===== config.mk =====
export PLATFORM = sky130hd
export DESIGN_NAME = terminal_color_quantizer
export DESIGN_NICKNAME = d
export VERILOG_FILES = /design/src/sv/tcq_pkg.sv /design/src/sv/terminal_color_quantizer.sv /design/src/sv/tcq_match.sv /design/src/sv/tcq_reduce.sv
export SDC_FILE = /design/constraint.sdc
export NUM_CORES = 1
export LEC_CHECK = 0
export BUFFER_PORTS_ARGS = -buffer_cell sky130_fd_sc_hd__buf_2
export CAP_MARGIN = 20
export CORE_MARGIN = 2
export CORE_UTILIZATION = 55
export DETAILED_ROUTE_END_ITERATION = 16
export MAX_ROUTING_LAYER = met4
export PLACE_DENSITY = 0.75
export RECOVER_POWER = 100
export SLEW_MARGIN = 0
export SYNTH_ARGS = -nofsm -noshare
export SYNTH_HDL_FRONTEND = slang
export SYNTH_SLANG_ARGS = --single-unit

===== constraint.sdc =====
create_clock -name clk -period 11.9 [get_ports clk]
set_clock_uncertainty 0.15 [all_clocks]
set_input_delay 0 -clock clk [delete_from_list [all_inputs] [get_ports clk]]
set_output_delay 0 -clock clk [all_outputs]
set_load 0.01 [all_outputs]

===== src/sv/tcq_pkg.sv =====
`timescale 1ns / 1ps
// ----------------------------------------------------------------------------
// Terminal colour quantizer package
// Shared types, codes and tables of the colour quantizer pipeline.
// ----------------------------------------------------------------------------
package tcq_pkg;

	localparam logic [1:0] KIND_KEEP    = 2'd0;
	localparam logic [1:0] KIND_DEFAULT = 2'd1;
	localparam logic [1:0] KIND_INDEX   = 2'd2;
	localparam logic [1:0] KIND_RGB     = 2'd3;

	localparam logic [2:0] CAP_NONE  = 3'd0;
	localparam logic [2:0] CAP_EIGHT = 3'd1;
	localparam logic [2:0] CAP_16    = 3'd2;
	localparam logic [2:0] CAP_256   = 3'd3;
	localparam logic [2:0] CAP_TRUE  = 3'd4;

	localparam logic [0:0] REG_CAPABILITY = 1'd0;
	localparam logic [0:0] REG_OPTIMIZE   = 1'd1;

	typedef struct packed {
		logic [1:0] color_kind;
		logic [7:0] palette_index;
		logic [7:0] red_in;
		logic [7:0] green_in;
		logic [7:0] blue_in;
	} req_t;

	typedef struct packed {
		logic [1:0] out_kind;
		logic [7:0] out_index;
		logic [7:0] out_red;
		logic [7:0] out_green;
		logic [7:0] out_blue;
	} res_t;

	function automatic logic [7:0] cube_level(input logic [2:0] i);
		unique case (i)
			3'd0: cube_level = 8'h00;
			3'd1: cube_level = 8'h5f;
			3'd2: cube_level = 8'h87;
			3'd3: cube_level = 8'haf;
			3'd4: cube_level = 8'hd7;
			default: cube_level = 8'hff;
		endcase
	endfunction

	// Level index of one component: (t - 35) / 40 with t = c + 28 below 75.
	function automatic logic [2:0] level_of(input logic [7:0] c);
		logic [8:0] t;
		t = (c < 8'd75) ? ({1'b0, c} + 9'd28) : {1'b0, c};
		if (t < 9'd75)       level_of = 3'd0;
		else if (t < 9'd115) level_of = 3'd1;
		else if (t < 9'd155) level_of = 3'd2;
		else if (t < 9'd195) level_of = 3'd3;
		else if (t < 9'd235) level_of = 3'd4;
		else                 level_of = 3'd5;
	endfunction

	function automatic logic [15:0] sq_diff(input logic [7:0] a, input logic [7:0] b);
		logic [7:0] d;
		d = (a > b) ? (a - b) : (b - a);
		sq_diff = {8'd0, d} * {8'd0, d};
	endfunction

	localparam logic [3:0] TO_SIXTEEN [256] = '{
		0,1,2,3,4,5,6,7,8,9,10,11,12,13,14,15,
		0,4,4,4,12,12,2,6,4,4,12,12,2,2,6,4,
		12,12,2,2,2,6,12,12,10,10,10,14,14,12,10,10,
		10,10,14,14,1,5,5,5,5,12,3,8,4,4,12,12,
		2,2,6,4,12,12,2,2,2,6,12,12,10,10,10,10,
		14,12,10,10,10,10,10,14,1,5,5,5,5,5,3,1,
		5,5,5,5,3,3,8,4,12,12,2,2,2,6,12,12,
		10,10,10,10,14,12,10,10,10,10,10,14,1,1,5,5,
		5,5,1,1,1,5,13,13,3,3,1,5,13,13,3,3,
		3,7,12,12,10,10,10,10,14,12,10,10,10,10,10,14,
		9,9,9,5,13,13,9,9,13,13,13,13,9,9,9,9,
		13,13,3,3,3,13,13,13,11,11,11,11,7,12,11,10,
		10,10,10,14,9,9,9,13,13,13,9,9,9,9,9,13,
		9,9,9,13,13,13,3,3,3,9,13,13,3,3,11,11,
		9,13,11,11,11,11,11,15,0,0,0,0,0,0,8,8,
		8,8,8,8,7,7,7,7,7,7,15,15,15,15,15,15
	};

endpackage


===== src/sv/terminal_color_quantizer.sv =====
`timescale 1ns / 1ps
// ----------------------------------------------------------------------------
// Terminal colour quantizer
// Maps keep, default, palette and RGB colours to the terminal's colour depth.
// The match stages and the result register lie between start and the done strobe.
// Throughput: one request per cycle; busy is always low.
// Results cannot be held off; each stays one cycle, marked by done.
// Reset: capability 256 colours, exact match off, pipeline empty.
// ----------------------------------------------------------------------------
module terminal_color_quantizer import tcq_pkg::*; (
	input  logic       clk,
	input  logic       arst_n,
	input  logic       start,
	output logic       busy,
	input  req_t       req,
	output logic       done,
	output res_t       result,
	input  logic       cfg_we,
	input  logic [0:0] cfg_index,
	input  logic [2:0] cfg_data
);

	logic [2:0] capability_q;
	logic       optimize_q;
	logic       valid_s3;
	req_t       req_s3;
	logic [7:0] pal_s3;
	logic       hit_s3;

	assign busy = 1'b0;

	always_ff @(posedge clk or negedge arst_n) begin
		if (!arst_n) begin
			capability_q <= CAP_256;
			optimize_q   <= 1'b0;
		end else if (cfg_we) begin
			unique case (cfg_index)
				REG_CAPABILITY: capability_q <= cfg_data;
				REG_OPTIMIZE:   optimize_q   <= cfg_data[0];
				default: ;
			endcase
		end
	end

	tcq_match u_match (
		.clk      (clk),
		.arst_n   (arst_n),
		.valid    (start && !busy),
		.req      (req),
		.valid_s3 (valid_s3),
		.req_s3   (req_s3),
		.pal_s3   (pal_s3),
		.hit_s3   (hit_s3)
	);

	tcq_reduce u_reduce (
		.clk            (clk),
		.arst_n         (arst_n),
		.valid          (valid_s3),
		.req            (req_s3),
		.pal_in         (pal_s3),
		.hit            (hit_s3),
		.capability     (capability_q),
		.exact_optimize (optimize_q),
		.done           (done),
		.result         (result)
	);

endmodule


===== src/sv/tcq_match.sv =====
`timescale 1ns / 1ps
// ----------------------------------------------------------------------------
// Colour quantizer nearest-match stages
// Finds cube levels and gray step, then squared distances, then the nearest
// 256-colour entry; three register stages.
// ----------------------------------------------------------------------------
module tcq_match import tcq_pkg::*; (
	input  logic       clk,
	input  logic       arst_n,
	input  logic       valid,
	input  req_t       req,
	output logic       valid_s3,
	output req_t       req_s3,
	output logic [7:0] pal_s3,
	output logic       hit_s3
);

	logic        valid_s1, valid_s2;
	req_t        req_s1, req_s2;
	logic [2:0]  ri_s1, gi_s1, bi_s1, ri_s2, gi_s2, bi_s2;
	logic [4:0]  gidx_s1, gidx_s2;
	logic [17:0] cube_d_s2, gray_d_s2;
	logic [9:0]  sum;
	logic [9:0]  avg;
	logic [4:0]  gidx;
	logic [7:0]  gv;
	logic [7:0]  cube_idx;

	assign sum = 10'(req.red_in) + 10'(req.green_in) + 10'(req.blue_in);
	// Division by three as a reciprocal multiply; exact for sums up to 765.
	assign avg = 10'((20'(sum) * 20'd683) >> 11);

	always_comb begin
		if (avg > 10'd238)   gidx = 5'd23;
		else if (avg < 10'd3) gidx = 5'd0;
		else                  gidx = 5'((20'(avg - 10'd3) * 20'd205) >> 11);
	end

	assign gv = 8'd8 + 8'(10 * gidx_s1);
	assign cube_idx = 8'd16 + ({5'd0, ri_s2} * 8'd36) + ({5'd0, gi_s2} * 8'd6)
		+ {5'd0, bi_s2};

	always_ff @(posedge clk or negedge arst_n) begin
		if (!arst_n) begin
			valid_s1 <= 1'b0;
			valid_s2 <= 1'b0;
			valid_s3 <= 1'b0;
		end else begin
			valid_s1 <= valid;
			valid_s2 <= valid_s1;
			valid_s3 <= valid_s2;
		end
	end

	always_ff @(posedge clk) begin
		req_s1  <= req;
		ri_s1   <= level_of(req.red_in);
		gi_s1   <= level_of(req.green_in);
		bi_s1   <= level_of(req.blue_in);
		gidx_s1 <= gidx;

		req_s2    <= req_s1;
		ri_s2     <= ri_s1;
		gi_s2     <= gi_s1;
		bi_s2     <= bi_s1;
		gidx_s2   <= gidx_s1;
		cube_d_s2 <= 18'(sq_diff(cube_level(ri_s1), req_s1.red_in))
			+ 18'(sq_diff(cube_level(gi_s1), req_s1.green_in))
			+ 18'(sq_diff(cube_level(bi_s1), req_s1.blue_in));
		gray_d_s2 <= 18'(sq_diff(gv, req_s1.red_in))
			+ 18'(sq_diff(gv, req_s1.green_in))
			+ 18'(sq_diff(gv, req_s1.blue_in));

		req_s3 <= req_s2;
		if (gray_d_s2 < cube_d_s2) begin
			pal_s3 <= 8'd232 + 8'(gidx_s2);
			hit_s3 <= (gray_d_s2 == 18'd0);
		end else begin
			pal_s3 <= cube_idx;
			hit_s3 <= (cube_d_s2 == 18'd0);
		end
	end

endmodule


===== src/sv/tcq_reduce.sv =====
`timescale 1ns / 1ps
// ----------------------------------------------------------------------------
// Colour quantizer capability stage
// Reduces the palette result to the configured terminal capability.
// ----------------------------------------------------------------------------
module tcq_reduce import tcq_pkg::*; (
	input  logic       clk,
	input  logic       arst_n,
	input  logic       valid,
	input  req_t       req,
	input  logic [7:0] pal_in,
	input  logic       hit,
	input  logic [2:0] capability,
	input  logic       exact_optimize,
	output logic       done,
	output res_t       result
);

	logic [7:0] pal;
	logic [3:0] six;
	res_t       res;

	assign pal = (req.color_kind == KIND_INDEX) ? req.palette_index : pal_in;
	assign six = TO_SIXTEEN[pal];

	always_comb begin
		res = '0;
		res.out_kind = req.color_kind;
		if (req.color_kind == KIND_INDEX || req.color_kind == KIND_RGB) begin
			res.out_kind = KIND_INDEX;
			unique case (capability)
				CAP_EIGHT: res.out_index = {5'd0, six[2:0]};
				CAP_16:    res.out_index = {4'd0, six};
				CAP_256:   res.out_index = pal;
				CAP_TRUE: begin
					if (req.color_kind == KIND_RGB && !(exact_optimize && hit)) begin
						res.out_kind  = KIND_RGB;
						res.out_red   = req.red_in;
						res.out_green = req.green_in;
						res.out_blue  = req.blue_in;
					end else begin
						res.out_index = pal;
					end
				end
				default: res.out_kind = KIND_DEFAULT;
			endcase
		end
	end

	always_ff @(posedge clk or negedge arst_n) begin
		if (!arst_n) begin
			done <= 1'b0;
		end else begin
			done <= valid;
		end
	end

	always_ff @(posedge clk) begin
		result <= res;
	end

endmodule

==> results.py <==
metrics = {
    "sta": {
        "relSlewSlack": -0.0357,
        "setup_ws_ps": 341,
        "finalCritPeriodShare": 0.971,
        "hold_violations": 0,
        "final-setup-viol-count": 0,
        "fmax_mhz": 86.5,
        "rsz0062_at_grt": "yes",
        "period_minus_slack_ps": 11560,
        "worst_slew_pin_slew_ps": 1550,
        "slew_viol_final": 36,
    },
    "routing": {
        "route.detailed.drc": 0,
        "drt-total-wl_mm": 63.7,
        "vias_per_cell": 5.40,
        "vias": 20339,
        "drtAntennaViolNets": 0,
        "drtIter0Drc": 952,
        "routedWlPerCell_um": 16.9,
        "drtPass1Iterations": 5,
    },
    "yosys": {
        "synth_fp_nets": 3660,
        "synthCells": 2891,
        "synth_edf_count": 0,
        "synth_top_area_cell": "fa_1",
        "synth_area_leaders": "fa_1 22%, ha_1 21%, dfxtp_1 16%",
        "syn_area_mm2": 0.0263,
        "async_reset_ff_frac": 0.0369,
        "synth.distinct_cells": 82,
        "yosysTopAreaCellShare": 0.219,
        "synth_ff_type": "dfxtp_1",
        "synth-seq-area-share": 0.167,
        "ys_ff_latch": 217,
        "yosysWarnings": 0,
        "syn_area_per_cell_um2": 9.09,
    },
    "setup_path": {
        "worstSetupPathType": "flip-flop to flip-flop",
        "start_kind": "flip-flop",
        "slowest_stage": "fa_1",
        "cp_common_cell": "fa_1",
        "slowest_delay_ps": 520,
        "path_buf_inv": 13,
        "cp_top_family": "adder cells",
        "end_kind": "flip-flop",
        "cp.required_ps": 12220,
        "crit_fanout": 5,
        "worstPathArrival_ps": 11880,
    },
    "clock_tree": {
        "clk_path_buf_depth": 3,
        "cts_tree": "done",
        "h-tree-depth": 1,
        "root_buffer": "clkbuf_16",
        "clock-sinks": 217,
        "path_clk_slew_ps": 60,
        "clock_latency_ps": 530,
        "cts_buffers": 25,
    },
    "place": {
        "post-place-ws_ps": -321,
        "portBuffers": 76,
        "gp_congestion": 0.954,
        "dp_hpwl_mm": 51.9,
    },
    "final_layout": {
        "antenna_cells": 0,
        "drive_above_1_share": 0.102,
        "area_growth_pct": 14.4,
        "layout.nets": 3904,
        "final_cell_mix": "624 x inv_1, 424 x ha_1, 287 x fa_1",
        "nFillCells": 3994,
        "final_common_cell": "inv_1",
    },
    "floorplan": {
        "fp-row-count": 80,
        "coreArea_mm2": 0.0474,
        "die_w_um": 223,
        "dieArea_mm2": 0.0495,
        "start_util": 0.554,
        "io_pins": 78,
        "die_h_um": 223,
    },
    "job": {
        "max_cap_viol_count": 2,
    },
    "global_route": {
        "grt_antenna_before_repair": 0,
        "grt_usage": 0.263,
        "grt_pass1_vias": 21260,
        "grt_pass1_wl_mm": 104,
        "grt_overflow": 0,
        "grt_max_degree": 36,
    },
    "status": {
        "failed_checks": "capacitance limit, slew limit",
        "status": "complete, but fails checks",
    },
    "hold_path": {
        "min_path_type": "input pin to flip-flop",
    },
}
-- synth_stat cells, types with 4 or more instances --
cell type and n:
o31ai_1 5, nand3_1 27, a2111oi_0 7, and3_1 14, mux2i_1 47, nor4_1 11, o21bai_1 19, fa_1 288
o211ai_1 7, dfrtp_1 6, mux2_2 29, a31oi_1 15, nand2_1 121, clkbuf_1 31, o2111ai_1 7, o21ai_0 92
nor2b_1 35, a221oi_1 13, o21ai_1 5, or3_1 6, or2_2 18, ha_1 439, o22a_1 4, a311oi_1 6
xnor2_1 110, buf_2 5, a21oi_1 118, nor3_1 25, o221ai_1 7, dfxtp_1 209, or4_1 6, xor2_1 56
o21a_1 17, nand2b_1 28, nand4_1 18, nor2_1 202, a21o_1 59, a211oi_1 13, a31o_2 7, a21boi_0 14
and2_1 51, inv_1 628, o22ai_1 6
-- cell families (layout without fill, tap and decap cells) --
| logic type | Yosys count | count (layout) | synth area share |
|---|---|---|---|
| flip-flops | 217 | 217 | 0.167 |
| other | 1 | 1 | 0.000143 |
| XOR/XNOR | 168 | 168 | 0.0568 |
| buffers and inverters | 669 | 931 | 0.0959 |
| AO/OA/AOI/OAI | 457 | 457 | 0.116 |
| adder cells (fa/ha/maj) | 727 | 727 | 0.428 |
| multiplexers | 76 | 76 | 0.0303 |
| AND/OR/NAND/NOR | 576 | 576 | 0.106 |
-- what timing repair did --
item,in CTS,in global routing
setup endpoints to repair,5,16
buffers inserted,1,13
pin swaps,4,53
endpoints found under the hold margin,56,0
hold buffers,56,0
resized for setup,9,106
-- final timing paths --
kind	startpoint	endpoint	slack [ps]	cells past startpoint
max	u_match.gidx_s1[3]	u_match.gray_d_s2[17]	340	51
min	req[18]	u_match.req_s1[18]	70	2
max reg2reg	u_match.gidx_s1[3]	u_match.gray_d_s2[17]	340	51
min reg2reg	u_match.req_s2[15]	u_match.req_s3[15]	180	0
max in group asynchronous	arst_n	capability_q[1]	11000	3
min in group asynchronous	arst_n	u_match.valid_s2	300	3
-- flip-flops by register name (all words and copies together) (netlist names) --
| signal | cells |
|---|---|
| capability_q | 3 |
| optimize_q | 1 |
| u_match.bi_s1 | 3 |
| u_match.bi_s2 | 3 |
| u_match.cube_d_s2 | 18 |
| u_match.gi_s1 | 3 |
| u_match.gi_s2 | 3 |
| u_match.gidx_s1 | 5 |
| u_match.gidx_s2 | 5 |
| u_match.gray_d_s2 | 18 |
| u_match.hit_s3 | 1 |
| u_match.pal_s3 | 8 |
| u_match.req_s1 | 34 |
| u_match.req_s2 | 34 |
| u_match.req_s3 | 34 |
| u_match.ri_s1 | 3 |
| u_match.ri_s2 | 3 |
| u_match.valid_s1 | 1 |
| u_match.valid_s2 | 1 |
| u_match.valid_s3 | 1 |
| u_reduce.done | 1 |
| u_reduce.result | 34 |
-- per-layer routing --
layer / global-route usage / vias up / routed length [um] / share of wire
li1: - / 9823 / - / -
met1: 0.313 / 9916 / 26800 / 0.42
met2: 0.467 / 453 / 32600 / 0.51
met3: 0.0241 / 147 / 2150 / 0.034
met4: 0.0877 / 0 / 2150 / 0.034
met5: - / - / 0 / 0
-- metrics by stage --
stage          instance area [um^2]  cells  TNS (ps)  hold WS (ps)  utilization
3_5_place_dp                  28100   3652      -963          -304        0.593
6_report                      30100   3768         0          74.4        0.633
4_1_cts                       29500   3754         0          26.9        0.623
5_1_grt                       30100   3768      -527          79.1        0.633
3_3_place_gp                  28100   3652         0          -312        0.593
2_1_floorplan                 26300   2891     -1.10          -446            -
-- cell type report --
cell class / instances / area, um^2 / area share
clock buffer: 32 / 672 / 0.0224
clock inverter: 13 / 176 / 0.00587
inverter: 631 / 2370 / 0.0788
multi-input combinational: 2005 / 19900 / 0.663
sequential: 217 / 4390 / 0.146
tap: 615 / 769 / 0.0256
timing repair buffer: 255 / 1760 / 0.0585
Power is left out: the tool's default activity adds up to more than one toggle a clock period on the data nets, which glitch-free logic cannot reach.
